**config.mk**
```make
export PLATFORM = sky130hd
export DESIGN_NAME = ict_ctrl
export DESIGN_NICKNAME = d
export VERILOG_FILES = /design/src/ict_pkg.sv /design/src/ict_ctrl.sv
export SDC_FILE = /design/constraint.sdc
export NUM_CORES = 1
export LEC_CHECK = 0
export ABC_AREA = 1
export ABC_CLOCK_PERIOD_IN_PS = 1100
export BUFFER_PORTS_ARGS = -buffer_cell sky130_fd_sc_hd__buf_2
export CAP_MARGIN = 20
export CORE_AREA = 2 2 39 41
export CTS_CLUSTER_SIZE = 30
export DETAILED_ROUTE_END_ITERATION = 12
export DIE_AREA = 0 0 41 43
export GPL_ROUTABILITY_DRIVEN = 0
export SLEW_MARGIN = 20
export SYNTH_ARGS = -nofsm -noshare
export SYNTH_HDL_FRONTEND = slang
export SYNTH_SLANG_ARGS = --single-unit
```
**constraint.sdc**
```tcl
create_clock -name clk -period 1.1 [get_ports clk]
set_clock_uncertainty 0.15 [all_clocks]
set_input_delay 0.11 -clock clk [delete_from_list [all_inputs] [get_ports clk]]
set_output_delay 0.11 -clock clk [all_outputs]
set_load 0.01 [all_outputs]
```
**src/ict_pkg.sv**
```systemverilog
// Shared constants, types and codes for the inode cache table.
package ict_pkg;

    localparam int TABLE_ENTRIES    = 64;
    localparam int IDX_W            = $clog2(TABLE_ENTRIES);
    localparam int BLK_INODE_SLOTS  = 8;
    localparam int OFF_W            = $clog2(BLK_INODE_SLOTS);

    localparam int DEV_W      = 8;
    localparam int INO_W      = 32;
    localparam int SLOT_W     = 6;
    localparam int REFS_W     = 16;
    localparam int BLK_W      = 32;
    localparam int STATUS_W   = 3;
    localparam int ENT_IDX_W  = 6;
    localparam int CFG_W      = 32;

    typedef logic [IDX_W-1:0] idx_t;

    localparam logic REQ_GET = 1'b0;
    localparam logic REQ_PUT = 1'b1;

    typedef enum logic [STATUS_W-1:0] {
        ST_HIT       = 3'd0,
        ST_ALLOC     = 3'd1,
        ST_FULL      = 3'd2,
        ST_RELEASED  = 3'd3,
        ST_HELD      = 3'd4,
        ST_UNDERFLOW = 3'd5
    } status_t;

    typedef struct packed {
        logic [DEV_W-1:0]  device;
        logic [INO_W-1:0]  inode;
        logic [REFS_W-1:0] refs;
    } entry_t;

    typedef struct packed {
        logic              req_type;
        logic [DEV_W-1:0]  device;
        logic [INO_W-1:0]  inode_number;
        logic [SLOT_W-1:0] slot;
    } req_item_t;

    typedef struct packed {
        status_t              status;
        logic [ENT_IDX_W-1:0] entry_index;
        logic [REFS_W-1:0]    ref_count;
        logic [BLK_W-1:0]     load_block;
        logic [OFF_W-1:0]     load_offset;
    } rsp_item_t;

    typedef enum logic [2:0] {
        S_IDLE,
        S_SCAN,
        S_GET_WB,
        S_PUT_WB,
        S_EMIT
    } ctrl_state_t;

    typedef struct packed {
        logic capture;
        logic scan;
        logic get_wb;
        logic put_wb;
        logic out_load;
    } ctrl_cmd_t;

    typedef struct packed {
        logic scan_match;
        logic scan_last;
    } dp_status_t;

endpackage

```
**src/ict_ctrl.sv**
```systemverilog
// Control state machine: sequences scan, write-back and response hand-off.
module ict_ctrl (
    input  logic                   clk,
    input  logic                   rst_n,
    input  logic                   in_valid,
    input  logic                   in_type,
    output logic                   in_ready,
    input  logic                   out_ready,
    output logic                   out_valid,
    input  ict_pkg::dp_status_t    stat,
    output ict_pkg::ctrl_cmd_t     cmd
);
    import ict_pkg::*;

    ctrl_state_t state_reg, state_next;
    logic        out_valid_reg, out_valid_next;

    always_ff @(posedge clk or negedge rst_n)
    begin
        if (!rst_n)
        begin
            state_reg     <= S_IDLE;
            out_valid_reg <= 1'b0;
        end
        else
        begin
            state_reg     <= state_next;
            out_valid_reg <= out_valid_next;
        end
    end

    always_comb
    begin
        state_next = state_reg;
        case (state_reg)
            S_IDLE:
            begin
                if (in_valid)
                begin
                    state_next = (in_type == REQ_PUT) ? S_PUT_WB : S_SCAN;
                end
            end
            S_SCAN:
            begin
                if (stat.scan_match || stat.scan_last)
                begin
                    state_next = S_GET_WB;
                end
            end
            S_GET_WB: state_next = S_EMIT;
            S_PUT_WB: state_next = S_EMIT;
            S_EMIT:
            begin
                if (!out_valid_reg || out_ready)
                begin
                    state_next = S_IDLE;
                end
            end
            default:  state_next = S_IDLE;
        endcase
    end

    always_comb
    begin
        cmd            = '0;
        in_ready       = 1'b0;
        case (state_reg)
            S_IDLE:
            begin
                in_ready    = 1'b1;
                cmd.capture = in_valid;
            end
            S_SCAN:   cmd.scan   = 1'b1;
            S_GET_WB: cmd.get_wb = 1'b1;
            S_PUT_WB: cmd.put_wb = 1'b1;
            S_EMIT:   cmd.out_load = !out_valid_reg || out_ready;
            default:  cmd = '0;
        endcase
    end

    always_comb
    begin
        out_valid_next = out_valid_reg;
        if (cmd.out_load)
        begin
            out_valid_next = 1'b1;
        end
        else if (out_ready)
        begin
            out_valid_next = 1'b0;
        end
    end

    assign out_valid = out_valid_reg;

endmodule

```
---- After elaboration in Yosys (flattened, before gate mapping) ----
Cells that the tools add are included.
storage, ports and cells
  memories kept ........................... 0
  ROM bits ................................ 0
  flip-flop bits (word level) ............. 4
  memory bits (writable) .................. 0
  bits in latches ......................... 0
cells by class
  add/sub/neg operators ................... 0
  div/mod/pow operators ................... 0
  mux-type cells .......................... 13
  multiply operators ...................... 0
  magnitude comparators ................... 0
  bitwise logic cells ..................... 0
  reductions and logical operators ........ 7
  shifts and indexed selects .............. 0
  eq/ne operators ......................... 7
operators by type and width
  cell                                                  count
  one-hot mux 3 bit (4 select lines)                    1
  two-way mux 3 bit                                     3
  two-way mux 1 bit                                     8
  equality test 3 x 2 -> 1 bit (second input constant)  2
  != test 2 bit (second input constant)                 3
  equality test 3 x 1 -> 1 bit (second input constant)  1
  equality test 3 bit (second input constant)           1
  logical NOT 3 bit                                     1
  AND reduction 3 bit                                   1
  logical OR 1 bit                                      2
  two-way mux 2 bit                                     1
  nonzero test 2 bit                                    1
  OR reduction 2 bit                                    1
  logical NOT 1 bit                                     1

---- Logic depth before layout (Yosys ltp) ----
  word-level depth ........................ 4
  mapped depth ............................ 5

---- Worst setup path after synthesis ----
No wires, ideal clock.
  path kind ............................... reg2out
  start point ............................. register state_reg[0]
  end point ............................... output cmd[0] in the netlist's numbering
  data arrival time ....................... 831 ps
  path slack .............................. 9 ps
  required time ........................... 840 ps
  buffers on the path ..................... 1
  stages on the path, launching flop included .. 5
  cells stage by stage .................... dfrtp_1 > nor2_4 > nand2_1 > nor2_1 > buf_4
RTL lines
  element                 line            RTL
  start, declared         ict_ctrl.sv:15  ctrl_state_t state_reg, state_next;
  start signal, assigned  ict_ctrl.sv:27  state_reg <= state_next;
  end, declared           ict_ctrl.sv:11  output ict_pkg::ctrl_cmd_t cmd

==> results.json <==
{
  "status": "finished with violations",
  "failed_checks": "negative setup slack",
  "finalNonFillerCells": 79,
  "synthAdderAreaFrac": 0,
  "synth_top_family_by_area": "simple AND/OR/NAND/NOR gates",
  "grt_setup_unrepaired": "yes",
  "reg2reg_slack_ns": -0.26,
  "clk-insertion-delay-late_ns": 0.24,
  "largest_reg_flops": 3,
  "netlist_area_um2": 254,
  "layout_commonest_cell": "buf_2",
  "hold_depth": 4,
  "synth_cell_types": 13,
  "grt_pass1_wl_um": 1140,
  "root_buffer": "clkbuf_4",
  "setup_violations": 9,
  "hold_end": "state_reg[0]",
  "io_pins": 14,
  "die-area_mm2": 0.00176,
  "antenna_found_initial": 0,
  "cp-start-kind": "flip-flop",
  "endpoint_kind": "output pin",
  "port_buffers": 13,
  "r2r_cells": 7,
  "r2r-end": "state_reg[1]",
  "place_inst": 64,
  "path_clk_slew_ns": 0.04,
  "worstPathRequired_ns": 0.84,
  "drt_iter0_drc": 9,
  "yosys.area_share.simple": 0.419,
  "layout_setup_ws_ns": -0.290,
  "cpMaxStageDelayCell": "dfrtp_2",
  "crit_path_cell_trace": "nor2_4 -> nand2_2 -> nor2_1 -> buf_2",
  "synthToLayoutAreaGrowth_pct": 110,
  "hpwl_um": 467,
  "fp.dieW_um": 41,
  "track_usage": 0.0999,
  "timing.hold.ws_ns": 0.0248,
  "dpl_worst_slack_ns": -0.0511,
  "crit_arrival_ns": 1.13,
  "core.rowCount": 14,
  "avgSynthCellArea_um2": 7.94,
  "drt-total-wl_um": 776,
  "cts.path.max_buffers": 2,
  "leakage_nw": 0.285,
  "grt_pass1_vias": 296,
  "syn_inst": 32,
  "worstMarginPinSlew_ns": 0.248,
  "vias_per_cell": 4.01,
  "maxCapViolations": 0,
  "cp_max_fo": 4,
  "placed_cell_area_um2": 362,
  "grt_overflow": 0,
  "min-delay-start": "stat[1]",
  "max_slew_margin": 0.834,
  "mostFrequentLayoutCells": "12 x buf_2, 11 x buf_4, 6 x nor2_1",
  "synth_compound_area_frac": 0.0690,
  "critPathMaxStageDelay_ns": 0.42,
  "drc": 0,
  "numCtsBuffers": 3,
  "hold_path_class": "primary input to flip-flop",
  "die_y_um": 43,
  "routedWlPerCell_um": 9.82,
  "crit_type": "flip-flop to output pin",
  "grt_max_degree": 5,
  "yosysSeqAreaShare": 0.394,
  "crit_family": "flip-flops",
  "period_minus_slack_ns": 1.39,
  "num_vias": 317,
  "cp_num_buf_inv": 1,
  "ir_drop_v": 0.00142,
  "fmax_mhz": 719,
  "n_antenna_cell": 0,
  "ys_warn_count": 0,
  "ant_nets": 0,
  "p_per_area_mw_per_mm2": 3120,
  "htree_num_levels": 1,
  "n_fill_cell": 149,
  "hold_violations": 0,
  "synthXorXnorAreaFrac": 0,
  "drtPass1Iterations": 3,
  "syn-num-nets": 39,
  "synth-seq-cells": 4,
  "fin_util": 0.385,
  "initial_core_util": 0.184,
  "cts_tree": "yes",
  "post-route-period-util": 1.26,
  "clock_sinks": 4,
  "nets": 72,
  "rr_startpoint": "state_reg[0]",
  "drv_slew": 0,
  "core_area_mm2": 0.00138,
  "synthMuxAreaShare": 0,
  "fin_area_um2": 533,
  "drive_gt1_frac": 0.762
}
==> report_power, final <==
group | switching [mW] | internal [mW] | leakage, nW
clock network | 0.0591 | 0.122 | 0.0138
registers | 0.0861 | 0.224 | 0.0478
logic | 0.522 | 0.647 | 0.223
==> how the worst max path moves through the flow <==
stage	start	end	slack (ns)	cells after the start
after floorplan	state_reg[0]	cmd[0]	0.009	4
after global placement	state_reg[0]	state_reg[1]	-0.04	5
after detailed placement	state_reg[0]	cmd[4]	-0.05	4
after CTS	state_reg[0]	cmd[4]	-0.26	4
after global routing	state_reg[0]	cmd[0]	-0.35	4
final	state_reg[0]	cmd[4]	-0.29	4
==> layer usage <==
metal / track usage / share of wire / vias up
li1: - / - / 163
met1: 0.118 / 0.40 / 142
met2: 0.131 / 0.52 / 12
met3: 0.0681 / 0.075 / 0
met4: 0.0533 / 0 / 0
met5: 0 / 0 / -
==> tightest hold or removal path, cell delays in order <==
cell	delay, ns
buf_2	0.07
nor2_1	0.04
nand3_2	0.08
o21ai_1	0.07
==> cell families (layout without fill, tap and decap cells) <==
kind of cell,count (synthesis),count (layout)
AND/OR/NAND/NOR,18,18
buffers and inverters,7,38
flip-flops,4,4
AO/OA/AOI/OAI,3,3
==> per-stage QoR <==
stage,power (mW),TNS [ns]
after floorplan,0.672,0
after global placement,0.930,-0.122
after detailed placement,0.938,-0.146
after CTS,1.36,-1.66
after global routing,1.80,-2.33
final,1.66,-1.91
==> repair_timing <==
action	CTS	global route
pin swaps	1	7
hold buffers	2	0
resized for setup	6	12
endpoints found under the hold margin	5	0
buffers inserted	6	6
endpoints found under the setup margin	7	9
==> cell type report <==
class / count / area (µm²) / area share
clock buffers: 3 / 22.5 / 0.0423
inverters: 6 / 27.5 / 0.0516
flip-flops and latches: 4 / 104 / 0.195
multi-input cells: 21 / 151 / 0.284
well taps: 16 / 20.0 / 0.0376
repair buffers: 29 / 208 / 0.390
==> synthesized netlist by cell type <==
master | number | area [µm²]
nand2_1 | 4 | 15.0
o21ai_0 | 1 | 5.00
dfrtp_1 | 4 | 100
nor2_2 | 2 | 12.5
nand3_2 | 4 | 40.0
buf_4 | 1 | 7.51
nor2_1 | 6 | 22.5
o211ai_1 | 1 | 7.51
inv_1 | 4 | 15.0
nor2_4 | 1 | 11.3
o21ai_1 | 1 | 5.00
inv_2 | 2 | 7.51
nor3_1 | 1 | 5.00
Power figures use the tool's default switching activity.
